<file path="config.mk">
export PLATFORM = sky130hd
export DESIGN_NAME = hamming_sec_encode_decode
export DESIGN_NICKNAME = d
export VERILOG_FILES = /design/src/rtl/core/hse_pkg.sv /design/src/rtl/core/hse_cfg.sv /design/src/rtl/core/hse_datapath.sv /design/src/rtl/core/hamming_sec_encode_decode.sv
export SDC_FILE = /design/constraint.sdc
export NUM_CORES = 1
export LEC_CHECK = 0
export BUFFER_PORTS_ARGS = -buffer_cell sky130_fd_sc_hd__clkbuf_2
export CAP_MARGIN = 20
export CORE_MARGIN = 2
export CORE_UTILIZATION = 39
export DETAILED_ROUTE_END_ITERATION = 12
export PLACE_DENSITY = 0.65
export SYNTH_ARGS = -nofsm -noshare
export SYNTH_HDL_FRONTEND = slang
export SYNTH_SLANG_ARGS = --single-unit
export TNS_END_PERCENT = 50
</file>
<file path="constraint.sdc">
create_clock -name clk -period 18.3 [get_ports clk]
set_input_delay 1.83 -clock clk [delete_from_list [all_inputs] [get_ports clk]]
set_output_delay 1.83 -clock clk [all_outputs]
set_load 0.01 [all_outputs]
</file>
<file path="src/rtl/core/hse_pkg.sv">
// Shared constants, tables, types and functions of the Hamming SEC encoder and decoder.
package hse_pkg;

  localparam int MAX_CODE_BITS = 64;
  localparam int WORD_W        = 64;
  localparam int SYN_W         = 7;
  localparam int MSG_REG_W     = 6;
  localparam int IDX_W         = $clog2(WORD_W);

  localparam logic KIND_ENCODE = 1'b0;
  localparam logic KIND_DECODE = 1'b1;

  localparam logic [MSG_REG_W-1:0] RESET_MSG_BITS = MSG_REG_W'(4);

  // Smallest r with m + 1 + r <= 2^r.
  function automatic logic [SYN_W-1:0] parity_bits(logic [SYN_W-1:0] m);
    logic [SYN_W:0] r;
    r = (SYN_W+1)'(1);
    for (int i = 0; i < SYN_W; i++) begin
      if (({1'b0, m} + r + (SYN_W+1)'(1)) > ((SYN_W+1)'(1) << r)) begin
        r = r + (SYN_W+1)'(1);
      end
    end
    return r[SYN_W-1:0];
  endfunction

  // Longest message whose code still fits in MAX_CODE_BITS.
  function automatic int max_msg_bits();
    int best;
    best = 1;
    for (int m = 1; m < (1 << MSG_REG_W); m++) begin
      if (m + int'(parity_bits(SYN_W'(m))) <= MAX_CODE_BITS) begin
        best = m;
      end
    end
    return best;
  endfunction

  localparam int MSG_MAX = max_msg_bits();

  typedef logic [MSG_MAX-1:0][SYN_W-1:0] pos_tab_t;
  typedef logic [SYN_W-1:0][WORD_W-1:0]  cover_tab_t;

  // Code position of each message bit: the non-power-of-two positions in rising order.
  function automatic pos_tab_t build_data_pos();
    pos_tab_t tab;
    int k;
    tab = '0;
    k = 0;
    for (int p = 1; p <= MAX_CODE_BITS; p++) begin
      if (((p & (p - 1)) != 0) && (k < MSG_MAX)) begin
        tab[k] = SYN_W'(p);
        k++;
      end
    end
    return tab;
  endfunction

  // Row i marks every code position whose number has bit i set.
  function automatic cover_tab_t build_cover();
    cover_tab_t tab;
    tab = '0;
    for (int i = 0; i < SYN_W; i++) begin
      for (int p = 1; p <= MAX_CODE_BITS; p++) begin
        if (((p >> i) & 1) != 0) begin
          tab[i][p-1] = 1'b1;
        end
      end
    end
    return tab;
  endfunction

  localparam pos_tab_t   DATA_POS = build_data_pos();
  localparam cover_tab_t COVER    = build_cover();

  typedef struct packed {
    logic [SYN_W-1:0]  code_len;
    logic [WORD_W-1:0] msg_mask;
    logic [WORD_W-1:0] code_mask;
  } code_cfg_t;

  typedef struct packed {
    logic [WORD_W-1:0] code_word;
    logic [SYN_W-1:0]  syndrome;
    logic              corrected;
    logic              out_of_range;
  } result_t;

  // Clamp the written length and derive the code length and masks.
  function automatic code_cfg_t derive_cfg(logic [MSG_REG_W-1:0] msg_bits);
    code_cfg_t        c;
    logic [SYN_W-1:0] m;
    m = SYN_W'(msg_bits);
    if (m == '0) begin
      m = SYN_W'(1);
    end else if (m > SYN_W'(MSG_MAX)) begin
      m = SYN_W'(MSG_MAX);
    end
    c.code_len  = m + parity_bits(m);
    c.msg_mask  = ~({WORD_W{1'b1}} << m);
    c.code_mask = ~({WORD_W{1'b1}} << c.code_len);
    return c;
  endfunction

endpackage

</file>
<file path="src/rtl/core/hse_cfg.sv">
// Message length register with the derived code length and masks.
module hse_cfg (
  input  logic                           clk,
  input  logic                           rst,
  input  logic                           message_bits_we,
  input  logic [hse_pkg::MSG_REG_W-1:0]  message_bits,
  output hse_pkg::code_cfg_t             cfg
);
  import hse_pkg::*;

  always_ff @(posedge clk) begin
    if (rst) begin
      cfg <= derive_cfg(RESET_MSG_BITS);
    end else if (message_bits_we) begin
      cfg <= derive_cfg(message_bits);
    end
  end

endmodule

</file>
<file path="src/rtl/core/hse_datapath.sv">
// Parity trees for encoding and syndrome decoding with single-bit correction.
module hse_datapath (
  input  logic                        kind,
  input  logic [hse_pkg::WORD_W-1:0]  payload,
  input  hse_pkg::code_cfg_t          cfg,
  output hse_pkg::result_t            result
);
  import hse_pkg::*;

  logic [WORD_W-1:0] msg;
  logic [WORD_W-1:0] spread;
  logic [WORD_W-1:0] enc_word;
  logic [WORD_W-1:0] rx_word;
  logic [SYN_W-1:0]  syn;
  logic              beyond;
  logic              fix;
  logic [SYN_W-1:0]  flip_pos;
  logic [WORD_W-1:0] flip;

  // Scatter message bits to their fixed code positions.
  always_comb begin
    logic [SYN_W-1:0] at;
    msg    = payload & cfg.msg_mask;
    spread = '0;
    for (int k = 0; k < MSG_MAX; k++) begin
      at = DATA_POS[k] - SYN_W'(1);
      spread[at[IDX_W-1:0]] = msg[k];
    end
  end

  always_comb begin
    enc_word = spread;
    for (int i = 0; i < SYN_W; i++) begin
      if ((1 << i) <= MAX_CODE_BITS) begin
        enc_word[IDX_W'((1 << i) - 1)] = ^(spread & COVER[i]);
      end
    end
  end

  always_comb begin
    rx_word = payload & cfg.code_mask;
    for (int i = 0; i < SYN_W; i++) begin
      syn[i] = ^(rx_word & COVER[i]);
    end
  end

  assign beyond   = (syn > cfg.code_len);
  assign fix      = !beyond && (syn != '0);
  assign flip_pos = syn - SYN_W'(1);
  assign flip     = fix ? ({{(WORD_W-1){1'b0}}, 1'b1} << flip_pos[IDX_W-1:0]) : '0;

  always_comb begin
    if (kind == KIND_DECODE) begin
      result.code_word    = (rx_word ^ flip) & cfg.code_mask;
      result.syndrome     = syn;
      result.corrected    = fix;
      result.out_of_range = beyond;
    end else begin
      result.code_word    = enc_word & cfg.code_mask;
      result.syndrome     = '0;
      result.corrected    = 1'b0;
      result.out_of_range = 1'b0;
    end
  end

endmodule

</file>
<file path="src/rtl/core/hamming_sec_encode_decode.sv">
// Top level of the configurable Hamming single-error-correcting encoder and decoder.

// Each word is either a message to encode (kind 0) or a received codeword to check
// and correct (kind 1). A word is registered at the input, passes through the parity
// trees and lands in the output register once that register is empty or being drained,
// which raises out_valid; the result stays there until out_ready takes it. One word is
// taken every cycle while the consumer keeps out_ready high. A single parity-tree stage
// lies between the input and output registers. The message length is written through
// message_bits_we and message_bits; it resets to 4 (a 7-bit code) and must only change
// while no word is in flight. Lengths of zero read as one, and lengths whose code would
// not fit in 64 bits are lowered to 57.
module hamming_sec_encode_decode (
  input  logic                            clk,
  input  logic                            rst,
  input  logic                            message_bits_we,
  input  logic [hse_pkg::MSG_REG_W-1:0]   message_bits,
  input  logic                            in_valid,
  output logic                            in_ready,
  input  logic                            kind,
  input  logic [hse_pkg::WORD_W-1:0]      payload,
  output logic                            out_valid,
  input  logic                            out_ready,
  output logic [hse_pkg::WORD_W-1:0]      code_word,
  output logic [hse_pkg::SYN_W-1:0]       syndrome,
  output logic                            corrected,
  output logic                            syndrome_out_of_range
);
  import hse_pkg::*;

  code_cfg_t         cfg;
  result_t           result;

  logic              s1_valid;
  logic              s1_valid_next;
  logic              s1_kind;
  logic [WORD_W-1:0] s1_payload;
  logic              out_kind;
  logic              out_valid_next;
  logic              in_take;
  logic              out_load;

  hse_cfg u_cfg (
    .clk             (clk),
    .rst             (rst),
    .message_bits_we (message_bits_we),
    .message_bits    (message_bits),
    .cfg             (cfg)
  );

  hse_datapath u_datapath (
    .kind    (s1_kind),
    .payload (s1_payload),
    .cfg     (cfg),
    .result  (result)
  );

  // The output register moves whenever it is empty or being drained, and the input
  // register frees up whenever its word moves on, so a full pipe keeps flowing.
  assign out_load       = s1_valid && (!out_valid || out_ready);
  assign in_ready       = !s1_valid || !out_valid || out_ready;
  assign in_take        = in_valid && in_ready;
  assign s1_valid_next  = in_take || (s1_valid && !out_load);
  assign out_valid_next = out_load || (out_valid && !out_ready);

  always_ff @(posedge clk) begin
    if (rst) begin
      s1_valid  <= 1'b0;
      out_valid <= 1'b0;
    end else begin
      s1_valid  <= s1_valid_next;
      out_valid <= out_valid_next;
    end
  end

  // Payload registers carry no reset; their valid bits gate them.
  always_ff @(posedge clk) begin
    if (in_take) begin
      s1_kind    <= kind;
      s1_payload <= payload;
    end
    if (out_load) begin
      out_kind              <= s1_kind;
      code_word             <= result.code_word;
      syndrome              <= result.syndrome;
      corrected             <= result.corrected;
      syndrome_out_of_range <= result.out_of_range;
    end
  end

  // An encoded word never reports an error.
  a_encode_clean: assert property (@(posedge clk) disable iff (rst)
    (out_valid && (out_kind == KIND_ENCODE)) |->
      ((syndrome == '0) && !corrected && !syndrome_out_of_range))
    else $error("encode result carries error status");

  // A correction points inside the code and excludes the out-of-range flag.
  a_fix_in_range: assert property (@(posedge clk) disable iff (rst)
    (out_valid && corrected) |->
      ((syndrome != '0) && (syndrome <= cfg.code_len) && !syndrome_out_of_range))
    else $error("correction at an impossible position");

  // Nothing is ever driven above the code length.
  a_word_masked: assert property (@(posedge clk) disable iff (rst)
    out_valid |-> ((code_word & ~cfg.code_mask) == '0))
    else $error("code word has bits above the code length");

  // A word held in the input register behind a stalled output is not dropped.
  a_hold_stage: assert property (@(posedge clk) disable iff (rst)
    (s1_valid && out_valid && !out_ready) |=> (s1_valid && out_valid))
    else $error("word lost while the output was stalled");

endmodule

</file>
==> After elaboration in Yosys (flattened, before gate mapping) <==
Index checks and enable logic that the tools add are counted.
{ "word_totals": {"regBits": 268, "in_bits": 76, "elab_cells": 115, "out_inout_bits": 75} }
{ "op_classes": {"bitwise_logic": 7, "n_mux": 27, "reduce_logical": 30, "n_lt_le_gt_ge": 9, "shift": 9, "add_sub_neg": 22} }
{ "op_table": {"columns": ["operator", "n"], "rows": [
  ["64-bit XOR reduction", 13],
  ["8-bit two-way mux", 17],
  ["64-bit bitwise AND", 2],
  ["8-bit by 1-bit adder with 8-bit output (second input constant)", 12],
  ["73-bit two-way mux", 1],
  ["63-bit by 64-bit bitwise AND with 64-bit output", 1],
  ["64-bit two-way mux", 1],
  ["64-bit inverter", 1],
  ["1-bit by 6-bit left shift with 64-bit output (first input constant)", 1],
  ["64-bit by 7-bit left shift with 57-bit output (first input constant)", 1],
  ["64-bit by 7-bit left shift with 64-bit output (first input constant)", 1],
  ["64-bit XOR", 1],
  ["57-bit bitwise AND", 1],
  ["57-bit inverter", 1],
  ["7-bit by 8-bit adder with 8-bit output", 6],
  ["8-bit greater-than comparator", 6],
  ["1-bit by 8-bit left shift with 8-bit output (first input constant)", 6],
  ["7-bit two-way mux", 6],
  ["7-bit by 1-bit adder with 8-bit output (second input constant)", 1],
  ["8-bit by 2-bit greater-than comparator with 1-bit output (second input constant)", 1],
  ["7-bit by 1-bit adder with 7-bit output (second input constant)", 1],
  ["7-bit adder", 1],
  ["7-bit greater-than comparator", 1],
  ["7-bit nonzero test", 1],
  ["8 further kinds", 20]
]} }

==> Logic depth before layout (Yosys ltp) <==
Gate-level depths: netlist of the first run.
{ "depth": {"depth_word": 50, "ltp_mapped": 100, "mapped_depth_nobuf": 97} }

==> By module <==
Synthesis of the first run repeated with hierarchy kept, for this count alone.
{ "hier_totals": {"cells_unflattened": 1892, "area_unflattened_um2": 17269.1} }
{ "by_module_without_submodules": {"columns": ["module", "cells_per_inst", "n_inst", "area_per_inst_um2", "seq_area_each_um2"], "rows": [
  ["hse_cfg", 967, 1, 7786.2, 2662.6],
  ["hse_datapath", 777, 1, 5235.0, 0.0],
  ["hamming_sec_encode_decode", 148, 1, 4247.8, 4184.0]
]} }

==> Worst setup path after synthesis of the first run <==
OpenSTA, ideal clock, no wires.
{ "synth_path": {"path_kind": "input to register", "from": "input port message_bits[3] (netlist bit)", "to": "register u_cfg.cfg[26] (netlist name)", "required_ns": 18.157, "t_arrival_ns": 19.853, "path_buffers": 4, "slack_ns": -1.696, "setup_time_ns": 0.143, "stages": 88, "path_cell_list": "clkbuf_1 -> nand3_1 -> nand2_1 -> inv_1 -> ha_1 -> nor2_1 -> nor2_1 -> nor3_1 -> nand2_1 -> ha_1 -> fa_1 -> xnor2_1 -> ha_1 -> nor2b_1 -> o21ai_0 -> and3_1 -> inv_1 -> ha_1 -> (+52 left out) -> o21a_1 -> o21ai_0 -> nand2b_1 -> a21oi_1 -> nor2b_1 -> o22a_1 -> nand2_1 -> mux2_2 -> ha_1 -> a21oi_1 -> o21bai_1 -> a21o_1 -> a21o_1 -> or2_2 -> clkbuf_1 -> nor2_1 -> clkbuf_1 -> a221oi_1"} }
{ "synth_via": {"elab_chain_len": 50, "word_cells_on_any_way": 63, "classes_between": "21 x add/sub; 8 x order compare; 7 x shift; 25 x mux; 1 x bitwise; 1 x reduce/logical"} }
{ "synth_lines": {"columns": ["item", "line_no", "source"], "rows": [
  ["start: declaration", "hamming_sec_encode_decode.sv:16", "input logic [hse_pkg::MSG_REG_W-1:0] message_bits,"],
  ["6-bit greater-than comparator", "hse_pkg.sv:96", "end else if (m > SYN_W'(MSG_MAX)) begin"],
  ["6-bit two-way mux", "hse_pkg.sv:96", null],
  ["7-bit two-way mux *", "hse_pkg.sv:94", "if (m == '0) begin"],
  ["7-bit two-way mux *", "hse_cfg.sv:14", "end else if (message_bits_we) begin"],
  ["7-bit two-way mux *", "hse_cfg.sv:12", "if (rst) begin"],
  ["7-bit by 1-bit adder with 8-bit output", "hse_pkg.sv:20", "if (({1'b0, m} + r + (SYN_W+1)'(1)) > ((SYN_W+1)'(1) << r)) begin"],
  ["8-bit by 1-bit adder with 8-bit output", "hse_pkg.sv:20", null],
  ["8-bit by 2-bit greater-than comparator with 1-bit output", "hse_pkg.sv:20", null],
  ["(+34 left out)", null, null],
  ["8-bit by 1-bit adder with 8-bit output", "hse_pkg.sv:20", null],
  ["8-bit greater-than comparator", "hse_pkg.sv:20", null],
  ["7-bit two-way mux", "hse_pkg.sv:20", null],
  ["7-bit two-way mux", "hse_cfg.sv:14", null],
  ["7-bit two-way mux", "hse_cfg.sv:12", null],
  ["7-bit adder *", "hse_pkg.sv:99", "c.code_len = m + parity_bits(m);"],
  ["64-bit by 7-bit left shift with 64-bit output *", "hse_pkg.sv:101", "c.code_mask = ~({WORD_W{1'b1}} << c.code_len);"],
  ["64-bit inverter *", "hse_pkg.sv:101", null]
]} }
Mark *: on every way between the ends. The rest lies on a longest branch, timed or not. The select of a mux whose other input is x is not followed.
A chain may end at the register's enable or synchronous reset.

==> Final worst setup path of the first run <==
{ "layout_path": {"from": "input port message_bits[5] (netlist bit)", "to": "register u_cfg.cfg[34] (netlist name)"} }
{ "layout_via": {"elab_chain_len": 50, "word_cells_on_any_way": 63, "classes_between": "21 x add/sub; 8 x order compare; 7 x shift; 25 x mux; 1 x bitwise; 1 x reduce/logical"} }
{ "layout_lines": {"columns": ["item", "line_no"], "rows": [
  ["6-bit greater-than comparator", "hse_pkg.sv:96"],
  ["6-bit two-way mux", "hse_pkg.sv:96"],
  ["7-bit two-way mux *", "hse_pkg.sv:94"],
  ["7-bit two-way mux *", "hse_cfg.sv:14"],
  ["7-bit two-way mux *", "hse_cfg.sv:12"],
  ["7-bit by 1-bit adder with 8-bit output", "hse_pkg.sv:20"],
  ["8-bit by 1-bit adder with 8-bit output", "hse_pkg.sv:20"],
  ["8-bit by 2-bit greater-than comparator with 1-bit output", "hse_pkg.sv:20"],
  ["(+34 left out)", null],
  ["8-bit by 1-bit adder with 8-bit output", "hse_pkg.sv:20"],
  ["8-bit greater-than comparator", "hse_pkg.sv:20"],
  ["7-bit two-way mux", "hse_pkg.sv:20"],
  ["7-bit two-way mux", "hse_cfg.sv:14"],
  ["7-bit two-way mux", "hse_cfg.sv:12"],
  ["7-bit adder *", "hse_pkg.sv:99"],
  ["64-bit by 7-bit left shift with 64-bit output *", "hse_pkg.sv:101"],
  ["64-bit inverter *", "hse_pkg.sv:101"]
]} }
Marked as above.

==> results.rst, run 1 <==
.. list-table::
   :header-rows: 1

   * - Metric
     - Value
   * - Status
     - finished clean
   * - Share of final-layout standard cells stronger than drive strength 1
     - 0.209
   * - Die span in x
     - 210 um
   * - Number of levels in the clock H-tree
     - 1
   * - Worst-path clk slew
     - 70 ps
   * - Nature of the critical path startpoint
     - input port
   * - Core footprint
     - 41900 sq um
   * - CP max stage delay
     - 620 ps
   * - Vias per Instance
     - 5.49
   * - Number of max-cap violations
     - 0
   * - Count of endpoints failing setup in the final report
     - 0
   * - Number of warnings reported in the yosys synthesis log
     - 0
   * - Worst path required time
     - 18710 ps
   * - CP Max Fanout
     - 8
   * - Number of enable-type register cells in the synthesized netlist
     - 138
   * - Die Footprint
     - 44200 sq um
   * - CTS tree
     - yes
   * - Die Y-Extent
     - 210 um
   * - Number of antenna violations at the first check in global routing
     - 0
   * - Fraction of the yosys area taken by sequential cells
     - 0.405
   * - Maximum achievable frequency
     - 0.0566 GHz
   * - Number of sinks driven by the clock tree
     - 267
   * - Largest net degree at the start of global routing
     - 72
   * - Relative slew slack
     - 0.160
   * - Synthesis-to-finish area growth
     - 21.4%
   * - Flip-flop and latch count after synthesis
     - 267
   * - Async set-or-reset flop fraction in the synthesized netlist
     - 0
   * - Endpoint class of the critical path
     - flip-flop
   * - CTS Root Cell
     - clkbuf_16
   * - # diodes
     - 0
   * - Skew-Pair Late Insertion Delay
     - 560 ps
   * - Fin. max-slew vios
     - 0
   * - Clock tree buffer depth
     - 3
   * - Post-Synthesis Mean Instance Area
     - 9.13 sq um
   * - Slowest library cell on the worst path
     - fa_2
   * - Number of placement rows
     - 75
   * - Placed wire-length estimate
     - 47600 um
   * - Most used flip-flop cell after synthesis
     - edfxtp_1
   * - Cells after Synth
     - 1817
   * - R2r startpoint
     - s1_payload[62]$_DFFE_PP_
   * - Beginning of the worst hold path
     - u_cfg.cfg[64]$_SDFFE_PP1P_
   * - Via count of the first global-routing pass
     - 14036
   * - Post-route cell area
     - 20100 sq um
   * - Launching instance or port of the critical path
     - message_bits[5]
   * - Unique masters post-synth
     - 68
   * - IO Pins
     - 151
   * - Worst min-delay path class
     - flip-flop to flip-flop
   * - Overall fraction of global-route tracks in use
     - 0.268
   * - Average routed wire per standard cell
     - 23.3 um
   * - Cts bufs inserted
     - 27
   * - Cell area after synthesis
     - 16600 sq um
   * - I/O Buffers
     - 150
   * - Total number of vias
     - 14220
   * - Remaining global-route overflow
     - 0
   * - Post-route minimum period
     - 17680 ps
   * - 1st-iter DRT viols
     - 1246
   * - Critical Path AT
     - 18080 ps
   * - Worst Path Class, Setup
     - input port to flip-flop
   * - Remaining routing DRC violations
     - 0
   * - Antenna Nets Post-Route
     - 0
   * - Final weighted congestion in routability-driven placement
     - 1.03
   * - Placement-stage cell area
     - 18600 sq um
   * - Fin crit share
     - 0.966
   * - Effective utilization at floorplan
     - 0.396
   * - Most common cell type on the critical path
     - ha_1
   * - Hold violation total from the final report
     - 0
   * - Wire length of the first global-routing pass
     - 87500 um
   * - Actual transition at the worst max-transition pin
     - 1260 ps
   * - Wirelength, routed
     - 60300 um
   * - Number of iterations in the first detailed-routing pass
     - 5
   * - Number of nets at the end of the flow
     - 2203
   * - Worst Clk Skew
     - 10.1 ps
placed cells by master, fill, tap and decap left out, types with 17 or more instances in the layout:
master     netlist  routed
nand2b_1        19      18
dfxtp_1        129     129
xor2_1          83      80
ha_1            87      74
nor2_1         154     141
nor2b_1         26      23
buf_4            0      97
nor3_1          37      34
xnor2_1        209     202
o21ai_0         70      61
o22ai_1         17      17
nand3_1         34      32
clkbuf_2         0     147
clkbuf_16        0      29
inv_1          102      95
nand2_1        247     238
a211oi_1        59      57
a21oi_1        141     131
edfxtp_1       138     138
synthesized netlist by cell type (all sizes together), types with 14 or more instances:
cell type	number	area (sq um)
nand2	247	927
xnor2	212	1880
nor2	154	578
a21oi	141	706
edfxtp	138	4140
dfxtp	129	2580
inv	102	383
ha	87	1090
xor2	85	771
clkbuf	71	267
o21ai	71	355
a211oi	60	455
nor3	40	215
nand3	35	180
nor2b	26	163
nand2b	19	119
o22ai	17	106
a221oi	14	123
cell type report:
class | instances | area [sq um]
fill | 3968 | 21800
clock buffer | 33 | 761
inverter | 103 | 392
tap | 539 | 674
clock inverter | 16 | 138
timing repair buffer | 255 | 1590
sequential | 267 | 6730
multi-input combinational | 1378 | 9870
per-layer routing:
metal	track usage	vias up	wire, um
met5	0	-	0
met1	0.343	6807	24700
li1	-	6689	-
met4	0.137	0	3700
met3	0.0285	160	3770
met2	0.449	564	28100
sequential cells by signal (all words and copies together) (netlist names):
| name | cells |
|---|---|
| syndrome | 7 |
| s1_payload | 64 |
| s1_kind | 1 |
| syndrome_out_of_range | 1 |
| code_word | 64 |
| s1_valid | 1 |
| corrected | 1 |
| out_valid | 1 |
| u_cfg.cfg | 127 |
kinds of logic (layout without fill, tap and decap cells):
logic type                 after synthesis  count (layout)  share of synthesized area
buffers and inverters                  180             407                     0.0407
AOI/OAI and AO/OA                      396             396                      0.152
other                                    1               9                   0.000226
DFF                                    267             267                      0.405
and+or+nand+nor                        565             565                      0.149
muxes                                    6               6                    0.00385
adders and majority gates               95              95                     0.0753
xor gates and xnor gates               307             307                      0.174
repair_timing:
action | 4_1_cts | 5_1_grt
pin swaps | 0 | 54
gates resized for setup | 1 | 97
setup endpoints to repair | 1 | 69
hold buffers | 0 | 0
setup buffers | 0 | 25
worst paths after layout:
check,to,slack [ps],cells after the start
worst min-delay path,u_cfg.cfg[64]$_SDFFE_PP1P_,490,1
worst max-delay path,u_cfg.cfg[34]$_SDFFE_PP0P_,620,91
worst min register to register,u_cfg.cfg[64]$_SDFFE_PP1P_,490,1
worst max register to register,code_word[44]$_DFFE_PP_,11480,18
per-stage QoR:
step	hold WS, ps	TNS [ps]	utilization	std cells	setup slack, ps
after floorplan	438	0	-	1825	6.49
after global placement	472	-447	0.444	2518	-191
after detailed placement	470	-15110	0.444	2518	-571
after CTS	485	0	0.466	2567	65.3
after global routing	496	-5460	0.480	2591	-151
final	485	0	0.480	2591	624
worst max-delay path, delay by kind of cell:
kind / cells / cell delay (ps)
adder cells (fa/ha/maj): 20 / 5820
buffers and inverters: 11 / 1280
XOR/XNOR: 6 / 850
AO/OA/AOI/OAI: 30 / 5220
AND/OR/NAND/NOR: 23 / 2820
multiplexers: 1 / 230
Power of run 1 is not shown: default switching activity piles up to over one toggle a cycle in this logic, so the estimate is an artifact.
==> inputs of run 2 (changes only) <==
Settings changed: PLACE_DENSITY 0.65 to 0.63.
Clock period 18.3 ns to 21.4 ns, I/O delays scaled along.
==> run 2 against run 1 <==
Die area is the same. Via count shrank 0.76%. Clock skew grew 6.2 ps. Clock-buffer cell count is the same. Register-to-register slack gained 3300 ps. Design area shrank 5.7%. Highest routed layer unchanged.
==> results.rst, run 2 (synthesis results as in run 1) <==
.. list-table::
   :header-rows: 1

   * - Metric
     - Value
   * - I/O Buffers
     - 150 (unchanged)
   * - R2r startpoint
     - s1_payload[61]$_DFFE_PP_
   * - Remaining routing DRC violations
     - 0 (unchanged)
   * - Relative slew slack
     - 0.260 (+0.100)
   * - Slowest library cell on the worst path
     - xnor2_1
   * - Core footprint
     - 41900 sq um (unchanged)
   * - Sum of buffers and inverters on the critical path
     - 8 (-3)
   * - Number of buffers inserted by hold repair at cts
     - 0 (unchanged)
   * - Depth of the worst register-to-register path
     - 18 (unchanged)
   * - Most common library cell in the layout ignoring fill and taps
     - nand2_1
   * - Cts bufs inserted
     - 28 (+3.7%)
   * - Antenna Nets Post-Route
     - 0 (unchanged)
   * - CTS tree
     - yes
   * - Number of levels in the clock H-tree
     - 1 (unchanged)
   * - Wirelength, routed
     - 59700 um (-0.96%)
   * - Setup WS pre-CTS
     - 259 ps (+829 ps)
   * - # diodes
     - 0 (unchanged)
   * - Worst-case setup margin in the final layout
     - 1160 ps (+540 ps)
   * - Effective utilization at floorplan
     - 0.396 (unchanged)
   * - Commonest non-fill, non-tap cells in the layout
     - 247 x nand2_1, 207 x xnor2_1, 152 x nor2_1
   * - Status
     - finished clean
   * - CP Max Fanout
     - 13 (+5)
   * - CTS Root Cell
     - clkbuf_16
   * - Hold Path End
     - u_cfg.cfg[132]$_SDFFE_PP0P_
   * - Met2 usage in global routing
     - 0.445 (-0.00388)
   * - Worst-case hold slack
     - 481 ps (-4.34 ps)
   * - Worst Path Class, Setup
     - input port to flip-flop
   * - Grt peak-use layer
     - met2
   * - Die Y-Extent
     - 210 um (unchanged)
   * - Worst hold path stage count
     - 2 (+1)
   * - 1st-iter DRT viols
     - 1570 (+26%)
   * - Synthesis-to-finish area growth
     - 14.5%
   * - Largest net degree at the start of global routing
     - 96 (+33%)
   * - Nature of the critical path startpoint
     - input port
   * - Number of sinks driven by the clock tree
     - 267 (unchanged)
   * - Worst path required time
     - 21880 ps (+3170 ps)
   * - Worst-path clk slew
     - 60 ps (about the same)
   * - Register-to-register setup slack
     - 14750 ps (+3270 ps)
   * - Fin. max-slew vios
     - 0 (unchanged)
   * - Average routed wire per standard cell
     - 23.7 um (+1.9%)
   * - Worst min-delay path class
     - flip-flop to flip-flop
   * - Number of antenna violations at the first check in global routing
     - 0 (unchanged)
   * - IO Pins
     - 151 (unchanged)
   * - Number of max-cap violations
     - 0 (unchanged)
   * - Top Registers
     - u_cfg.cfg (127), code_word (64), s1_payload (64)
   * - Endpoint of the lowest-slack register-to-register path
     - code_word[44]$_DFFE_PP_
   * - Beginning of the worst hold path
     - u_cfg.cfg[132]$_SDFFE_PP0P_
   * - Register ranked first by flip-flop count
     - u_cfg.cfg
   * - Placement-stage cell area
     - 18000 sq um (-3.5%)
   * - Die Footprint
     - 44200 sq um (unchanged)
   * - Remaining global-route overflow
     - 0 (unchanged)
   * - Number of nets at the end of the flow
     - 2129 (-3.4%)
   * - Most common cell type on the critical path
     - ha_1
   * - Actual transition at the worst max-transition pin
     - 1110 ps (-150 ps)
   * - Number of iterations in the first detailed-routing pass
     - 5 (unchanged)
   * - Dominant delay contributor by cell family on the critical path
     - adder cells
   * - Post-route cell area
     - 19000 sq um (-5.7%)
   * - Met1 Resource Use GR
     - 0.350 (+0.00721)
   * - Die span in x
     - 210 um (unchanged)
   * - Count of endpoints failing setup in the final report
     - 0 (unchanged)
   * - Filler instances
     - 4091 (+3.1%)
   * - Placed wire-length estimate
     - 47100 um (-1.1%)
   * - Skew-Pair Late Insertion Delay
     - 570 ps (about the same)
   * - Fin crit share
     - 0.946
   * - Hold violation total from the final report
     - 0 (unchanged)
   * - Share of final-layout standard cells stronger than drive strength 1
     - 0.134 (-0.0747)
   * - CP max stage delay
     - 780 ps (+160 ps)
   * - Total number of vias
     - 14112 (-0.76%)
   * - Wire length of the first global-routing pass
     - 87900 um (+0.38%)
   * - Via count of the first global-routing pass
     - 13692 (-2.5%)
   * - Maximum achievable frequency
     - 0.0494 GHz
   * - Vias per Instance
     - 5.60 (+2.1%)
   * - Clock tree buffer depth
     - 3 (unchanged)
   * - Met3 demand-to-capacity share in global routing
     - 0.0310 (+0.00253)
   * - Max FFs per register
     - 127 (unchanged)
   * - Worst Clk Skew
     - 16.3 ps (+6.21 ps)
   * - Overall fraction of global-route tracks in use
     - 0.269 (+0.000866)
   * - Endpoint class of the critical path
     - flip-flop
   * - Number of placement rows
     - 75 (unchanged)
   * - Final weighted congestion in routability-driven placement
     - 0.987 (-3.7%)
   * - Post-route minimum period
     - 20240 ps
   * - Critical Path AT
     - 20720 ps (+2640 ps)
## run 2: cell count changes in the layout (fill, tap and decap cells not counted), sizes merged
cell,change
buf,-75
clkinv,-3
inv,+3
clkinvlp,+2
bufinv,+1
## run 2: worst max path at each step
stage | start | to | slack, ps | cells past startpoint
global placement | message_bits[4] | u_cfg.cfg[13]$_SDFFE_PP0P_ | 730 | 91
finish | message_bits[4] | u_cfg.cfg[42]$_SDFFE_PP0P_ | 1160 | 86
floorplan | message_bits[3] | u_cfg.cfg[26]$_SDFFE_PP0P_ | 1090 | 88
global route | message_bits[4] | u_cfg.cfg[42]$_SDFFE_PP0P_ | -40 | 87
detailed placement | message_bits[4] | u_cfg.cfg[13]$_SDFFE_PP0P_ | 260 | 92
CTS | message_bits[4] | u_cfg.cfg[13]$_SDFFE_PP0P_ | 810 | 92
## run 2: repair_timing
action,CTS,global route
resized for setup,0,12
endpoints found under the setup margin,0,65
setup buffers,0,1
## run 2: worst reg2reg max path, stage by stage (launching register included)
cell and delay, ps:
edfxtp_1 420, nand2_1 260, xor2_1 290, xnor3_1 480, xnor3_2 460, xor2_1 290, xnor2_1 220, ha_1 300
nor2b_1 130, o21a_1 160, o21a_1 160, o21a_1 160, o21a_1 180, o221ai_1 740, nand2_1 610, nor3_1 940
o21ai_0 250, xor2_1 210, a21oi_1 90
## run 2: layout make-up
type                       instances  area (sq um)  share of cell area
sequential                       267          6730               0.354
tap                              539           674              0.0355
inverter                         103           387              0.0203
clock inverter                    19           188             0.00988
multi-input combinational       1378          9290               0.489
clock buffer                      33           761              0.0400
timing repair buffer             180           978              0.0515
## run 2: layer usage
layer	wire (um)	share of wire	vias up
li1	-	-	6547
met1	24000	0.40	6762
met2	27800	0.47	653
met3	4650	0.078	150
met4	3250	0.054	0
met5	0	0	-
## run 2: per-stage QoR
stage / util / TNS, ps / instances
3_5_place_dp: 0.429 / 0 / 2465
2_1_floorplan: - / 0 / 1825
4_1_cts: 0.451 / 0 / 2517
3_3_place_gp: 0.429 / 0 / 2465
6_report: 0.453 / 0 / 2519
5_1_grt: 0.453 / -126 / 2519
Power of run 2 is left out for the same reason.
